--- config.mk ---
export PLATFORM = sky130hd
export DESIGN_NAME = src_merge
export DESIGN_NICKNAME = d
export VERILOG_FILES = /design/src/rtl/src_pkg.sv /design/src/rtl/src_merge.sv
export SDC_FILE = /design/constraint.sdc
export NUM_CORES = 1
export LEC_CHECK = 0
export BUFFER_PORTS_ARGS = -buffer_cell sky130_fd_sc_hd__buf_2
export CELL_PAD_IN_SITES_DETAIL_PLACEMENT = 1
export CELL_PAD_IN_SITES_GLOBAL_PLACEMENT = 1
export CORE_ASPECT_RATIO = 1.25
export CORE_MARGIN = 5
export CORE_UTILIZATION = 28
export DETAILED_ROUTE_END_ITERATION = 10
export MAX_ROUTING_LAYER = met4
export PLACE_DENSITY_LB_ADDON = 0.1
export SYNTH_ARGS = -nofsm -noshare
export SYNTH_HDL_FRONTEND = slang
export SYNTH_SLANG_ARGS = --single-unit
--- constraint.sdc ---
create_clock -name i_clk -period 1.9 [get_ports i_clk]
set_input_delay 0.285 -clock i_clk [delete_from_list [all_inputs] [get_ports i_clk]]
set_output_delay 0.285 -clock i_clk [all_outputs]
set_load 0.01 [all_outputs]
--- src/rtl/src_pkg.sv ---
package src_pkg;

    // Default longest run of results kept for one frame
    localparam int MAX_RUN_DEF = 64;

    // Field and datapath widths
    localparam int SAMPLE_W = 16;
    localparam int STEP_W   = 21;
    localparam int TAIL_W   = 6;
    localparam int IDX_W    = 3;
    localparam int WEIGHT_W = 17;
    localparam int DIFF_W   = 17;
    localparam int ACC_W    = 33;
    localparam int PROD_W   = DIFF_W + WEIGHT_W + 1;

    // Step limits, full weight and tail limit
    localparam logic [STEP_W-1:0]   STEP_MIN    = 21'd2048;
    localparam logic [STEP_W-1:0]   STEP_MAX    = 21'd1048576;
    localparam logic [WEIGHT_W-1:0] FULL_WEIGHT = 17'd65536;
    localparam logic [TAIL_W-1:0]   TAIL_LIMIT  = 6'd32;

    // Conversion modes
    localparam logic [1:0] MODE_NEAREST = 2'd0;
    localparam logic [1:0] MODE_LINEAR  = 2'd1;
    localparam logic [1:0] MODE_BOX     = 2'd2;

    // Register indexes
    localparam logic [IDX_W-1:0] REG_MODE      = 3'd0;
    localparam logic [IDX_W-1:0] REG_STEP      = 3'd1;
    localparam logic [IDX_W-1:0] REG_IN_WIDE   = 3'd2;
    localparam logic [IDX_W-1:0] REG_OUT_WIDE  = 3'd3;
    localparam logic [IDX_W-1:0] REG_TWO_CH    = 3'd4;
    localparam logic [IDX_W-1:0] REG_TAIL      = 3'd5;

    // Lane operations
    typedef logic [2:0] t_lane_op;
    localparam t_lane_op OP_NOP      = 3'd0;
    localparam t_lane_op OP_EMIT     = 3'd1;  // (base << 16) + diff * weight, emit
    localparam t_lane_op OP_ACC_EMIT = 3'd2;  // sum += diff * weight, emit sum
    localparam t_lane_op OP_ACC_ADD  = 3'd3;  // sum += diff * weight
    localparam t_lane_op OP_ACC_LOAD = 3'd4;  // sum  = diff * weight

    // Sample format shared by the lanes
    typedef struct packed {
        logic in_wide;
        logic out_wide;
    } t_fmt;

    // Command issued to both lanes each cycle
    typedef struct packed {
        t_lane_op            op;
        logic [WEIGHT_W-1:0] weight;
        logic                run_end;
    } t_lane_ctl;

    // Result leaving a lane
    typedef struct packed {
        logic                emit;
        logic                run_end;
        logic [SAMPLE_W-1:0] sample;
    } t_lane_res;

endpackage

--- src/rtl/src_merge.sv ---
module src_merge (
    input  logic                 i_clk,
    input  logic                 i_rst_n,
    input  src_pkg::t_lane_res   i_left,
    input  src_pkg::t_lane_res   i_right,
    input  logic                 i_ready,
    output logic                 o_en,
    output logic                 o_valid,
    output logic [31:0]          o_data,   // left_out [15:0], right_out [31:16]
    output logic                 o_last
);

    logic        r_valid;
    logic [31:0] r_data;
    logic        r_last;

    // Pipeline moves whenever the output register is free or being emptied
    assign o_en = !r_valid || i_ready;

    always_ff @(posedge i_clk) begin
        if (!i_rst_n) begin
            r_valid <= 1'b0;
        end else if (o_en) begin
            r_valid <= i_left.emit && i_right.emit;
        end
    end

    // Join the two lane samples into one beat
    always_ff @(posedge i_clk) begin
        if (o_en && i_left.emit) begin
            r_data <= {i_right.sample, i_left.sample};
            r_last <= i_left.run_end;
        end
    end

    assign o_valid = r_valid;
    assign o_data  = r_data;
    assign o_last  = r_last;

endmodule

Word-level counts from Yosys, hierarchy flattened --
Index checks and enable logic that the tools add are counted.
Storage, ports and cells: register bits after elaboration 34, bits of input ports 39, word-level logic and storage cells 7
Operators by class: reduce and logical (&&, ||, !) cells 4
Operator list (count):
- $logic_and A1 B1 Y1 | 2
- $logic_not A1 Y1 | 1
- $logic_or A1 B1 Y1 | 1

Logic depth before layout (Yosys ltp) --
depth after elaboration 3, depth in mapped cells 2, mapped depth without buffers 2

Least setup slack after synthesis --
No wires, ideal clock.
path type register to register, start register r_valid, in the netlist o_valid, end register r_data[0], in the netlist o_data[0], enable pin, data arrival time 0.798 ns, data required time 1.559 ns, path slack 0.761 ns, cell stages (with the launch flop) 3, path buffers 0, path through dfxtp_1 -> nand2b_4 -> and2_4
On the way: cells in the longest elaborated chain, start to end 3
Ends and longest elaborated chain:
- start, declared | line src_merge.sv:13 | logic r_valid;
- start signal, assigned | line src_merge.sv:24 | r_valid <= i_left.emit && i_right.emit;
- $logic_not A1 Y1 | line src_merge.sv:18 | assign o_en = !r_valid || i_ready;
- $logic_or A1 B1 Y1 | line src_merge.sv:18
- named net o_en | line src_merge.sv:7 | output logic o_en,
- $logic_and A1 B1 Y1 | line src_merge.sv:30 | if (o_en && i_left.emit) begin
- end signal, assigned | line src_merge.sv:31 | r_data <= {i_right.sample, i_left.sample};
- end, declared | line src_merge.sv:14 | logic [31:0] r_data;
The timed path passes the listed nets, and every way through them passes these cells. A chain may end at the register's enable or synchronous reset.

Worst setup path in the final report --
start register r_valid, in the netlist o_valid, end register r_data[9], in the netlist o_data[9], enable pin
On the way: cells in the longest elaborated chain, start to end 3
Ends and longest elaborated chain (line):
- $logic_not A1 Y1 | src_merge.sv:18
- $logic_or A1 B1 Y1 | src_merge.sv:18
- $logic_and A1 B1 Y1 | src_merge.sv:30
No other way between the ends.

==> metrics.cfg <==
[clocking]
path_clk_slew_ps = 70
clockRootBuffer = clkbuf_8
ctsResizeCount = 0
numCtsBuffers = 5
holdBufCountCts = 0
cts_setup_buffers = 0
max-clock-path-buffers = 2
htreeDepth = 2
clock_latency_ps = 270
cts.sinks = 34
cts_tree = done

[power_and_ir_drop]
seq_power_share = 0.597
pwr-share-clk = 0.320
p_leak_uw = 0.0006696
power.density_mw_per_mm2 = 964.0
p_comb_frac = 0.083
p_int_uw = 1176
vdd_drop_max_mv = 0.5935
switchingPower_uw = 306.0
swShare = 0.2064

[finish]
seqCellArea_mm2 = 0.001011
drive_gt1_frac = 0.6780
antenna_cells = 0
syn_to_final_growth_pct = 46.66
nets = 156
fillers = 370
stdcell_count = 157
multi_input_area_um2 = 37.54

[timing]
worst_slack_ps = 715.3
slew_headroom = 0.7187
fin_tns_setup_ps = 0
fin_crit_ps = 1185
setup_viol = 0
clock_skew_ps = 4.734
fin_crit_sh = 0.6235
drv_slew = 0
rsz0062_at_grt = no
hold_violations = 0
max_freq_mhz = 844.1
worst_pin_slew_ps = 422.0

[worst_hold_path]
hold_class = primary input to register

[synth]
synth_top_family_by_area = simple AND/OR/NAND/NOR gates
synth_area_mm2 = 0.001049
netlist.area_leader.share = 0.9451
avgSynthCellArea_um2 = 27.59
synthAdderAreaFrac = 0
synth_cell_types = 6
syn_inst = 38
syn_nets = 77
synth_top_area_cell = edfxtp_1
synth_xor_area_frac = 0
synth_area_leaders = edfxtp_1, dfxtp_1, nand2b_4
synth-simple-area-share = 0.02506
synth_compound_area_frac = 0.01074
ys.warnings.count = 0
ys_seq_area_frac = 0.9642
synth_mux_area_frac = 0
synth-seq-cells = 34

[floorplan]
dieWidth_um = 64.74
coreArea_mm2 = 0.003543
die_y_um = 78.42
die-area_mm2 = 0.005076
initial_core_util = 0.2959
ioPinCount = 74
core.rowCount = 24

[grt]
grt_pass1_vias = 762
grt_max_degree = 34
antenna_found_initial = 0
gr-usage-all-layers = 0.09537
grt_pass1_wl_um = 3512
grt_overflow = 0

[place]
pre_cts_ws_ps = 612.9
io_buffers = 72
gp_congestion = 0.6383
place_inst = 149

[critical_path]
path_max_fanout = 33
crit_required_ps = 1830
worstPathArrival_ps = 1110
critical_path_class = register to register
endpoint_kind = register
cp-start-kind = register

[job]
cap_violations = 0

[status]
outcome = finished clean

[route]
post-route-drc-count = 0
wl_per_cell_um = 14.32
num_vias = 653
drt_iter0_markers = 9
first_pass_iters = 4
via_per_inst = 4.159
routed_wl_um = 2249
ant_nets = 0

## synthesized netlist by cell type
| cell type | number |
|---|---|
| and2_4 | 1 |
| a21boi_2 | 1 |
| dfxtp_1 | 1 |
| nand2b_4 | 1 |
| nand2_1 | 1 |
| edfxtp_1 | 33 |
## stage by stage
| stage | utilization | hold WS, ps | cell area (µm²) | power [µW] |
|---|---|---|---|---|
| floorplan | - | 383.9 | 1049 | 944.2 |
| global placement | 0.4114 | 462.6 | 1458 | 1024 |
| detailed placement | 0.4114 | 463.3 | 1458 | 1029 |
| CTS | 0.4340 | 175.0 | 1538 | 1503 |
| global route | 0.4340 | 169.5 | 1538 | 1542 |
| finish | 0.4340 | 184.0 | 1538 | 1482 |
## layer usage
layer / global-route usage / up-vias / routed length [µm]
met5: - / - / 0
met4: 0.02537 / 0 / 0
met3: 0.04714 / 0 / 267
met2: 0.1740 / 45 / 1274
met1: 0.08624 / 303 / 707
li1: - / 305 / -
## registers in the layout (all words and copies together), names as in the netlist
name and count:
o_last 1, o_valid 1, o_data 32
## critical path, stage by stage (launching register included)
cell	delay [ps]
dfxtp_1	330
nand2b_4	80
and2_4	420
## cells by family (layout without fill, tap and decap cells)
group / count (synthesis) / after routing
AOI/OAI and AO/OA: 1 / 1
buffers and inverters: 0 / 80
and+or+nand+nor: 3 / 3
DFF: 34 / 34
## final timing paths
path	start	endpoint	slack (ps)	cells after the start
worst min register to register	o_valid	o_valid	500	2
worst max-delay path	o_valid	o_data[9]	720	2
worst min-delay path	i_right[9]	o_data[25]	180	1
worst max register to register	o_valid	o_data[9]	720	2
## layout by cell type, fill, tap and decap left out
cell type	count
nand2b_4	1
edfxtp_1	33
dfxtp_1	1
a21boi_2	1
nand2_1	1
clkbuf_8	5
and2_4	1
clkinv_1	3
buf_2	72
## power groups by stage
stage	registers (µW)	clock network, µW	logic (µW)
after floorplan	926	0	18.2
after global placement	900	0	124
after detailed placement	901	0	128
after CTS	886	490	128
after global routing	889	517	136
final	884	474	124
## layout make-up
cell class	instances	area share
flip-flops and latches	34	0.6574
repair buffers	72	0.2343
clock buffers	5	0.04475
well taps	39	0.03173
multi-input cells	4	0.02441
clock inverters	3	0.007323
Note: power is estimated with default switching activity, not from simulation.
