[config.mk]
export PLATFORM = sky130hd
export DESIGN_NAME = src_lane
export DESIGN_NICKNAME = d
export VERILOG_FILES = /design/src/rtl/src_pkg.sv /design/src/rtl/src_lane.sv
export SDC_FILE = /design/constraint.sdc
export NUM_CORES = 1
export LEC_CHECK = 0
export ABC_CLOCK_PERIOD_IN_PS = 8730
export BUFFER_PORTS_ARGS = -buffer_cell sky130_fd_sc_hd__buf_2
export CAP_MARGIN = 20
export CORE_ASPECT_RATIO = 1.2
export CORE_UTILIZATION = 45
export CTS_CLUSTER_SIZE = 10
export DETAILED_ROUTE_END_ITERATION = 6
export GPL_TIMING_DRIVEN = 0
export PLACE_DENSITY = 0.61
export SKIP_CTS_REPAIR_TIMING = 1
export SYNTH_ARGS = -nofsm -noshare
export SYNTH_HDL_FRONTEND = slang
export SYNTH_SLANG_ARGS = --single-unit
[constraint.sdc]
create_clock -name i_clk -period 8.73 [get_ports i_clk]
set_input_delay 0.4365 -clock i_clk [delete_from_list [all_inputs] [get_ports i_clk]]
set_output_delay 0.4365 -clock i_clk [all_outputs]
set_load 0.02 [all_outputs]
[src/rtl/src_pkg.sv]
package src_pkg;

    // Default longest run of results kept for one frame
    localparam int MAX_RUN_DEF = 64;

    // Field and datapath widths
    localparam int SAMPLE_W = 16;
    localparam int STEP_W   = 21;
    localparam int TAIL_W   = 6;
    localparam int IDX_W    = 3;
    localparam int WEIGHT_W = 17;
    localparam int DIFF_W   = 17;
    localparam int ACC_W    = 33;
    localparam int PROD_W   = DIFF_W + WEIGHT_W + 1;

    // Step limits, full weight and tail limit
    localparam logic [STEP_W-1:0]   STEP_MIN    = 21'd2048;
    localparam logic [STEP_W-1:0]   STEP_MAX    = 21'd1048576;
    localparam logic [WEIGHT_W-1:0] FULL_WEIGHT = 17'd65536;
    localparam logic [TAIL_W-1:0]   TAIL_LIMIT  = 6'd32;

    // Conversion modes
    localparam logic [1:0] MODE_NEAREST = 2'd0;
    localparam logic [1:0] MODE_LINEAR  = 2'd1;
    localparam logic [1:0] MODE_BOX     = 2'd2;

    // Register indexes
    localparam logic [IDX_W-1:0] REG_MODE      = 3'd0;
    localparam logic [IDX_W-1:0] REG_STEP      = 3'd1;
    localparam logic [IDX_W-1:0] REG_IN_WIDE   = 3'd2;
    localparam logic [IDX_W-1:0] REG_OUT_WIDE  = 3'd3;
    localparam logic [IDX_W-1:0] REG_TWO_CH    = 3'd4;
    localparam logic [IDX_W-1:0] REG_TAIL      = 3'd5;

    // Lane operations
    typedef logic [2:0] t_lane_op;
    localparam t_lane_op OP_NOP      = 3'd0;
    localparam t_lane_op OP_EMIT     = 3'd1;  // (base << 16) + diff * weight, emit
    localparam t_lane_op OP_ACC_EMIT = 3'd2;  // sum += diff * weight, emit sum
    localparam t_lane_op OP_ACC_ADD  = 3'd3;  // sum += diff * weight
    localparam t_lane_op OP_ACC_LOAD = 3'd4;  // sum  = diff * weight

    // Sample format shared by the lanes
    typedef struct packed {
        logic in_wide;
        logic out_wide;
    } t_fmt;

    // Command issued to both lanes each cycle
    typedef struct packed {
        t_lane_op            op;
        logic [WEIGHT_W-1:0] weight;
        logic                run_end;
    } t_lane_ctl;

    // Result leaving a lane
    typedef struct packed {
        logic                emit;
        logic                run_end;
        logic [SAMPLE_W-1:0] sample;
    } t_lane_res;

endpackage

[src/rtl/src_lane.sv]
module src_lane (
    input  logic                                     i_clk,
    input  logic                                     i_rst_n,
    input  logic                                     i_en,
    input  logic                                     i_clear,
    input  src_pkg::t_fmt                            i_fmt,
    input  src_pkg::t_lane_ctl                       i_ctl,
    input  logic signed [src_pkg::SAMPLE_W-1:0]      i_base,
    input  logic signed [src_pkg::DIFF_W-1:0]        i_diff,
    output src_pkg::t_lane_res                       o_res
);

    logic signed [src_pkg::PROD_W-1:0]   prod_full;
    logic signed [src_pkg::ACC_W-1:0]    base_ext;
    logic signed [src_pkg::ACC_W-1:0]    sum_in;
    logic signed [src_pkg::ACC_W-1:0]    weighted;
    logic signed [src_pkg::ACC_W-1:0]    shifted;
    logic signed [src_pkg::ACC_W-1:0]    sat_hi;
    logic signed [src_pkg::ACC_W-1:0]    sat_lo;
    logic signed [src_pkg::ACC_W-1:0]    sat;

    src_pkg::t_lane_op                   r_op;
    logic                                r_run_end;
    logic signed [src_pkg::SAMPLE_W-1:0] r_base;
    logic signed [src_pkg::ACC_W-1:0]    r_prod;
    logic signed [src_pkg::ACC_W-1:0]    r_sum;

    // Multiply stage: signed difference times unsigned weight
    assign prod_full = i_diff * $signed({1'b0, i_ctl.weight});

    always_ff @(posedge i_clk) begin
        if (!i_rst_n) begin
            r_op <= src_pkg::OP_NOP;
        end else if (i_clear) begin
            r_op <= src_pkg::OP_NOP;
        end else if (i_en) begin
            r_op <= i_ctl.op;
        end
    end

    always_ff @(posedge i_clk) begin
        if (i_en) begin
            r_prod    <= prod_full[src_pkg::ACC_W-1:0];
            r_base    <= i_base;
            r_run_end <= i_ctl.run_end;
        end
    end

    // Sum stage
    assign base_ext = {r_base[src_pkg::SAMPLE_W-1], r_base, 16'h0000};
    assign sum_in   = r_sum + r_prod;

    always_comb begin
        if (r_op == src_pkg::OP_EMIT) begin
            weighted = base_ext + r_prod;
        end else begin
            weighted = sum_in;
        end
    end

    // Box accumulator
    always_ff @(posedge i_clk) begin
        if (!i_rst_n) begin
            r_sum <= '0;
        end else if (i_clear) begin
            r_sum <= '0;
        end else if (i_en) begin
            unique case (r_op)
                src_pkg::OP_ACC_EMIT,
                src_pkg::OP_ACC_ADD:  r_sum <= sum_in;
                src_pkg::OP_ACC_LOAD: r_sum <= r_prod;
                default:              r_sum <= r_sum;
            endcase
        end
    end

    // Width conversion: drop the weight and rescale, then saturate
    always_comb begin
        unique case ({i_fmt.in_wide, i_fmt.out_wide})
            2'b01:   shifted = weighted >>> 8;
            2'b10:   shifted = weighted >>> 24;
            default: shifted = weighted >>> 16;
        endcase
        sat_hi = i_fmt.out_wide ? 33'sd32767 : 33'sd127;
        sat_lo = i_fmt.out_wide ? -33'sd32768 : -33'sd128;
        if (shifted > sat_hi) begin
            sat = sat_hi;
        end else if (shifted < sat_lo) begin
            sat = sat_lo;
        end else begin
            sat = shifted;
        end
    end

    assign o_res.emit    = (r_op == src_pkg::OP_EMIT) || (r_op == src_pkg::OP_ACC_EMIT);
    assign o_res.run_end = r_run_end;
    assign o_res.sample  = sat[src_pkg::SAMPLE_W-1:0];

endmodule

Word level (Yosys, flattened, before mapping)
Cells that the tools add are included.
{ "classes": {"addsub": 2, "n_mul": 1, "magnitude_cmp": 2, "n_eq_ne": 6, "n_mux": 7, "bitwise": 1, "reduce_logical": 5} }
{ "ops": {"columns": ["operator", "count"], "rows": [
  ["33-bit one-hot mux with 2 select lines", 1],
  ["24-bit one-hot mux with 2 select lines", 1],
  ["32-bit by 33-bit adder with 33-bit output", 1],
  ["33-bit adder", 1],
  ["17-bit by 18-bit multiplier with 33-bit output", 1],
  ["33-bit two-way mux", 1],
  ["16-bit two-way mux", 2],
  ["15-bit two-way mux", 2],
  ["25-bit by 16-bit > comparator with 1-bit output", 1],
  ["25-bit by 16-bit < comparator with 1-bit output", 1],
  ["3-bit by 2-bit == test with 1-bit output, second input constant", 2],
  ["2-bit OR reduction", 2],
  ["3-bit by 1-bit == test with 1-bit output, second input constant", 1],
  ["3-bit == test, second input constant", 1],
  ["2-bit by 1-bit == test with 1-bit output, second input constant", 1],
  ["2-bit == test, second input constant", 1],
  ["2-bit AND reduction", 1],
  ["2-bit nonzero test", 1],
  ["1-bit logical OR", 1],
  ["1-bit inverter", 1]
]} }
{ "word_totals": {"register_bits": 86, "in_bits": 60, "out_inout_bits": 18, "word_cells": 29} }

Logic depth before layout (Yosys ltp)
Gate-level depths: netlist of run 1.
{ "logic_depth": {"word_depth": 6, "mapped_depth": 26, "depth_no_buf": 25} }

Worst setup path after synthesis of run 1
OpenSTA, ideal clock, no wires.
{ "synth_path": {"path_type": "input to register", "from": "input i_diff[10] in the netlist's numbering", "to": "register r_prod[32] in the netlist's numbering, data pin", "setup_time_ps": 258, "t_arrival_ps": 6351, "required_ps": 8472, "setup_slack_ps": 2121, "stages": 24, "path_buffers": 2, "cell_sequence": "clkbuf_1 -> clkbuf_1 -> nand2_1 -> fa_1 -> inv_1 -> fa_1 -> inv_1 -> fa_1 -> inv_1 -> fa_1 -> fa_1 -> inv_1 -> fa_1 -> inv_1 -> ha_1 -> nand2_1 -> a2111oi_0 -> o211ai_1 -> a311oi_1 -> o311ai_0 -> a31oi_1 -> nand4_1 -> nand2_1 -> xnor2_1"} }
{ "synth_via": {"elab_chain_len": 1} }
{ "synth_lines": {"columns": ["item", "line", "text"], "rows": [
  ["start: declaration", "src_lane.sv:9", "input logic signed [src_pkg::DIFF_W-1:0] i_diff,"],
  ["17-bit by 18-bit multiplier with 33-bit output", "src_lane.sv:29", "assign prod_full = i_diff * $signed({1'b0, i_ctl.weight});"],
  ["net prod_full, one bit", "src_lane.sv:13", "logic signed [src_pkg::PROD_W-1:0] prod_full;"],
  ["end signal: assignment", "src_lane.sv:43", "r_prod <= prod_full[src_pkg::ACC_W-1:0];"],
  ["end: declaration", "src_lane.sv:25", "logic signed [src_pkg::ACC_W-1:0] r_prod;"]
]} }
The timed path passes the listed nets, and every way through them passes these cells.
A chain may end at the register's enable or synchronous reset.

Worst setup path after layout of run 1
{ "layout_path": {"from": "input i_ctl[6] in the netlist's numbering", "to": "register r_prod[32] in the netlist's numbering, data pin"} }
{ "layout_via": {"elab_chain_len": 1} }
{ "layout_lines": {"columns": ["item", "line", "text"], "rows": [
  ["start: declaration", "src_lane.sv:7", "input src_pkg::t_lane_ctl i_ctl,"],
  ["17-bit by 18-bit multiplier with 33-bit output", "src_lane.sv:29", null],
  ["net prod_full, one bit", "src_lane.sv:13", null]
]} }
The timed path passes the listed nets, and every way through them passes these cells.

==> impl_metrics.ini, run 1 <==
[route]
drt_iter0_markers = 811
drt_pass1_iterations = 7
wirelength_mm = 52.84
viasPerCell = 5.648
wl_per_cell_um = 20.43
vias = 14606
ant_nets = 0
post-route-drc-count = 1

[synthesis]
synth_edf_count = 50
synth_ff_type = edfxtp_1
synth_top_area_cell = fa_1
yosysSeqAreaShare = 0.1295
synth_cells = 2015
syn_area_mm2 = 0.01716
synth_fp_nets = 2487
avgSynthCellArea_um2 = 8.514
yosysUniqueCellTypes = 85
yosysWarningCount = 0
synth_seq_cells = 86
async_flop_share = 0
synth_top_area_share = 0.2637
synthTopCellsByArea = fa_1 (26%), ha_1 (14%), edfxtp_1 (8.8%)

[sta]
max_slew.worst_pin.slew_ps = 1029
slew_violations = 0
rsz0062_at_grt = false
final.period_utilization = 0.8731
fmaxAchievable_mhz = 131.2
hold_viol_final = 0
fin_setup_tns_ps = 0
slew_headroom = 0.3107
worst_clock_skew_ps = 5.202
min_period_ps = 7622
setup_viol = 0

[worst_setup_path]
start_kind = input port
max_stage_delay_ps = 730
endpoint_kind = register
path_cells = buf_2 -> clkbuf_1 -> and2_1 -> fa_1 -> inv_1 -> fa_1 -> fa_1 -> fa_1 -> inv_1 -> fa_1 -> fa_1 -> ha_1 -> and4_1 -> inv_1 -> a2111oi_0 -> o211ai_1 -> a311oi_1 -> o311ai_0 -> a31oi_1 -> nand4_1 -> nand2_1 -> xnor2_1
reg2reg_from = r_prod[15]
cp.arrival_ps = 7740
r2r_end = r_sum[30]
cp_slowest_cell = a2111oi_0
crit_path_start = i_ctl[6]
crit_top_cell = fa_1
r2r_slack_ps = 5240
critical_path_required_ps = 8850
worst-r2r-cell-count = 10
worstSetupPathType = in -> reg
cp_max_fo = 10

[hold_path]
holdPathEnd = r_base[15]
hold_class = in -> reg
whs_path_depth = 1
min_from = i_base[15]

[floorplan]
rows = 78
core_area_mm2 = 0.03767
die_area_mm2 = 0.03891
num_io_pins = 78
die_w_um = 180.2
floorplan.initialDensity = 0.4554
chipHeight_um = 215.9

[clock_tree]
worstSkewPairLatency_ps = 370
cts-root-buf = clkbuf_16
cts_num_sinks = 86
ctsLongestPathBuffers = 2
cts_tree = built
cts-htree-levels = 3
cts_buffers = 9
clkTransAtPathRegs_ps = 70

[power_and_ir_drop]
power_frac_comb = 0.821
internal_power_w = 0.003474
leakagePower_nw = 8.880
p_clk_frac = 0.056
switching_power_w = 0.003792
seq_power_share = 0.123
ir_worst_vdd_v = 0.0002719
power_density_mw_per_mm2 = 393.9
switching_share = 0.5219

[global_route]
met2_usage = 0.5048
grt_pass1_vias = 14966
grt_use_met1 = 0.3241
gr-usage-met3 = 0.02869
antenna_found_initial = 2
grt_usage = 0.2756
grt_max_degree = 39
grt-ovfl-total = 0
grt_pass1_wl_mm = 82.37
top_usage_layer = met2

[placed_design]
gp_congestion = 0.9961
dp_hpwl_mm = 44.42
dp_cells = 2570
port_buffers = 74

[outcome]
violations = design-rule violations
status = finished with violations

[finish]
drive_gt1_frac = 0.06933
final_common_cell = inv_1
fill_cells = 3709
final_nets = 2573
final_cell_mix = inv_1 (300), nand2_1 (266), fa_1 (226)
area_growth_pct = 7.512
diodes = 0
fin_cells = 2586

[flow_run]
maxCapViolCount = 0
logic make-up after synthesis:
| family | share of synthesized area |
|---|---|
| compound gates | 0.1477 |
| flops | 0.1295 |
| buf+inv | 0.08700 |
| fa+ha+maj | 0.3994 |
| mux | 0.004303 |
| xor+xnor | 0.03063 |
| simple gates | 0.2015 |
how the worst max path moves through the flow:
stage                       to  slack [ps]  depth (start not counted)
floorplan           r_prod[32]        2120                         24
global placement    r_prod[32]         710                         25
detailed placement  r_prod[32]         710                         25
finish              r_prod[32]        1110                         22
global route        r_prod[32]         600                         25
CTS                 r_prod[32]        1100                         25
sequential cells by signal (all words and copies together), names as in the netlist:
signal     flops
r_run_end      1
r_prod        33
r_base        16
r_op           3
r_sum         33
worst max-delay path, delay by kind of cell:
kind	cells	cell delay [ps]
buf+inv	5	980
fa+ha+maj	7	3230
compound gates	5	2290
xor+xnor	1	70
simple gates	4	740
per-stage QoR:
| stage | total power (W) | area (um^2) | setup slack [ps] | hold WS [ps] | utilization |
|---|---|---|---|---|---|
| 3_3_place_gp | 0.006719 | 18130 | 712.4 | 449.3 | 0.4812 |
| 5_1_grt | 0.008091 | 18450 | 603.7 | 233.9 | 0.4896 |
| 3_5_place_dp | 0.006834 | 18150 | 710.7 | 465.8 | 0.4817 |
| 2_1_floorplan | 0.005467 | 17160 | 2121 | 435.6 | - |
| 6_report | 0.007266 | 18450 | 1108 | 241.6 | 0.4896 |
| 4_1_cts | 0.007290 | 18450 | 1098 | 223.5 | 0.4896 |
cells in the mapped netlist, drive strengths merged (36+ instances only):
master,n
nor2,123
dfxtp,36
inv,301
fa,226
nor3,37
and2,149
a21oi,83
edfxtp,50
nand2,267
o21ai,58
clkbuf,70
ha,186
xnor2,45
power groups by stage:
stage               Combinational, W  Clock [W]  Sequential, W
floorplan                    0.00464          0       0.000823
global placement             0.00582          0       0.000896
detailed placement           0.00594          0       0.000897
CTS                          0.00598   0.000419       0.000889
global route                 0.00676   0.000431       0.000896
finish                       0.00597   0.000410       0.000892
metal layers:
metal  wire [um]  part of all wire
met4        2290             0.043
met2       26990              0.51
met3        2134             0.040
met1       21400              0.40
met5          30           0.00057
area by class of cell:
cell class | count | area [um^2] | area share
clock buffers | 10 | 229.0 | 0.01241
repair buffers | 75 | 390.4 | 0.02116
well taps | 480 | 600.6 | 0.03256
plain buffers | 87 | 359.1 | 0.01947
inverters | 302 | 1134 | 0.06146
multi-input cells | 1540 | 13440 | 0.7287
flip-flops and latches | 86 | 2222 | 0.1205
clock inverters | 6 | 68.82 | 0.003731
Note: power is estimated with default switching activity, not from simulation.
==> inputs of run 2 (changes only) <==
--- a/config.mk
+++ b/config.mk
@@ -9,11 +9,11 @@
 export BUFFER_PORTS_ARGS = -buffer_cell sky130_fd_sc_hd__buf_2
 export CAP_MARGIN = 20
 export CORE_ASPECT_RATIO = 1.2
-export CORE_UTILIZATION = 45
+export CORE_UTILIZATION = 50
 export CTS_CLUSTER_SIZE = 10
 export DETAILED_ROUTE_END_ITERATION = 6
 export GPL_TIMING_DRIVEN = 0
-export PLACE_DENSITY = 0.61
+export PLACE_DENSITY = 0.67
 export SKIP_CTS_REPAIR_TIMING = 1
 export SYNTH_ARGS = -nofsm -noshare
 export SYNTH_HDL_FRONTEND = slang
==> impl_metrics.ini, run 2 (synthesis gave the netlist of run 1 again) <==
[floorplan]
die_area_mm2 = 0.03506
floorplan.initialDensity = 0.5132
rows = 73
core_area_mm2 = 0.03343
die_w_um = 171.1
chipHeight_um = 204.9
num_io_pins = 78

[global_route]
grt_pass1_wl_mm = 79.90
grt_pass1_vias = 14673
antenna_found_initial = 1
grt_usage = 0.3041
grt-ovfl-total = 0
grt_max_degree = 52

[finish]
final_nets = 2573
seqCellArea_mm2 = 0.002222
drive_gt1_frac = 0.06980
final_cell_mix = inv_1 (300), nand2_1 (266), fa_1 (226)
area_growth_pct = 7.424
top_regs = r_prod: 33 flops, r_sum: 33 flops, r_base: 16 flops
fill_cells = 3177
fin_cells = 2557
multi_input_area_mm2 = 0.01344
final_common_cell = inv_1
utilization = 0.5513

[worst_setup_path]
max_stage_delay_ps = 840
critical_path_required_ps = 8830
crit_top_cell = fa_1
cp_slowest_cell = a2111oi_0
endpoint_kind = register
timing.critical_path.to = r_prod[32]
path_cells = clkbuf_1 -> clkbuf_1 -> nand2_1 -> fa_1 -> inv_1 -> fa_1 -> inv_1 -> fa_1 -> inv_1 -> fa_1 -> fa_1 -> inv_1 -> fa_1 -> inv_1 -> ha_1 -> nand2_1 -> a2111oi_0 -> o211ai_1 -> a311oi_1 -> o311ai_0 -> a31oi_1 -> nand4_1 -> nand2_1 -> xnor2_1
r2r_end = r_sum[29]
crit_path_start = i_diff[10]
worst-r2r-cell-count = 10
r2r_slack_ps = 5400
reg2reg_from = r_prod[10]
cp_max_fo = 10
worstSetupPathType = in -> reg
cp.arrival_ps = 7830
start_kind = input port

[clock_tree]
cts_tree = built
clkTransAtPathRegs_ps = 60
ctsLongestPathBuffers = 2
worstSkewPairLatency_ps = 370
cts-root-buf = clkbuf_16
cts-htree-levels = 3
cts_buffers = 9
cts_num_sinks = 86

[flow_run]
maxCapViolCount = 0

[placed_design]
dp_cells = 2539
port_buffers = 74
gp_congestion = 0.9947
dp_hpwl_mm = 43.05

[power_and_ir_drop]
leakagePower_nw = 8.893
power_density_mw_per_mm2 = 395.9
ir_worst_vdd_v = 0.0002993
fin_total_pwr_w = 0.007296

[sta]
min_period_ps = 7729
whs_ps = 241.3
fmaxAchievable_mhz = 129.4
rsz0062_at_grt = false
fin_setup_tns_ps = 0
hold_viol_final = 0
slew_headroom = 0.3278
final.period_utilization = 0.8854
slew_violations = 0
worst_clock_skew_ps = 15.80
setup_viol = 0
max_slew.worst_pin.slew_ps = 983.0

[route]
drt_iter0_markers = 1185
ant_nets = 0
viasPerCell = 5.724
vias = 14635
drt_pass1_iterations = 6
wl_per_cell_um = 20.16
wirelength_mm = 51.55
post-route-drc-count = 0

[hold_path]
min_from = i_base[13]
hold_class = in -> reg

[outcome]
status = complete, no violations
## run 2: cell types whose count changed in the layout (fill, tap and decap cells not counted)
| cell | change |
|---|---|
| clkbuf_8 | +2 |
| clkinvlp_4 | -1 |
| clkinv_2 | -1 |
| clkbuf_1 | -1 |
| diode_2 | +1 |
| clkinv_4 | +1 |
## run 2: power breakdown
part	internal [W]	leakage [nW]	switching (W)
Sequential	0.000770	0.780	0.000128
Combinational	0.00248	7.96	0.00350
Clock	0.000240	0.157	0.000180
Total	0.00349	8.89	0.00380
## run 2: area by class of cell
type,instances,area share
repair buffers,75,0.02118
clock buffers,11,0.01371
inverters,302,0.06151
well taps,450,0.03055
plain buffers,87,0.01948
clock inverters,5,0.003530
flip-flops and latches,86,0.1206
multi-input cells,1540,0.7293
diodes,1,0.0001358
## run 2: worst min-delay path by stage
stage | to | slack (ps) | cells after the start
2_1_floorplan | r_sum[21] | 440 | 2
3_3_place_gp | r_sum[2] | 450 | 2
3_5_place_dp | r_sum[2] | 460 | 2
4_1_cts | r_base[13] | 230 | 1
5_1_grt | r_base[10] | 230 | 1
6_report | r_base[13] | 240 | 1
## run 2: worst max-delay path, delay by kind of cell
kind | cells | cell delay [ps]
AO/OA/AOI/OAI | 5 | 2420
adder cells (fa/ha/maj) | 7 | 3320
AND/OR/NAND/NOR | 4 | 460
buffers and inverters | 7 | 1110
XOR/XNOR | 1 | 80
## run 2: metrics by stage
step	setup slack (ps)	cell area [um^2]
4_1_cts	1024	18410
3_5_place_dp	663.3	18090
6_report	1001	18430
2_1_floorplan	2121	17160
3_3_place_gp	761.2	18090
5_1_grt	435.6	18430
## run 2: metal layers
layer	GRT usage	up-vias	wire, um
met5	0	-	0
met2	0.5367	549	25760
met4	0.1527	0	2617
li1	-	6842	-
met3	0.02995	122	2672
met1	0.3666	7122	20500
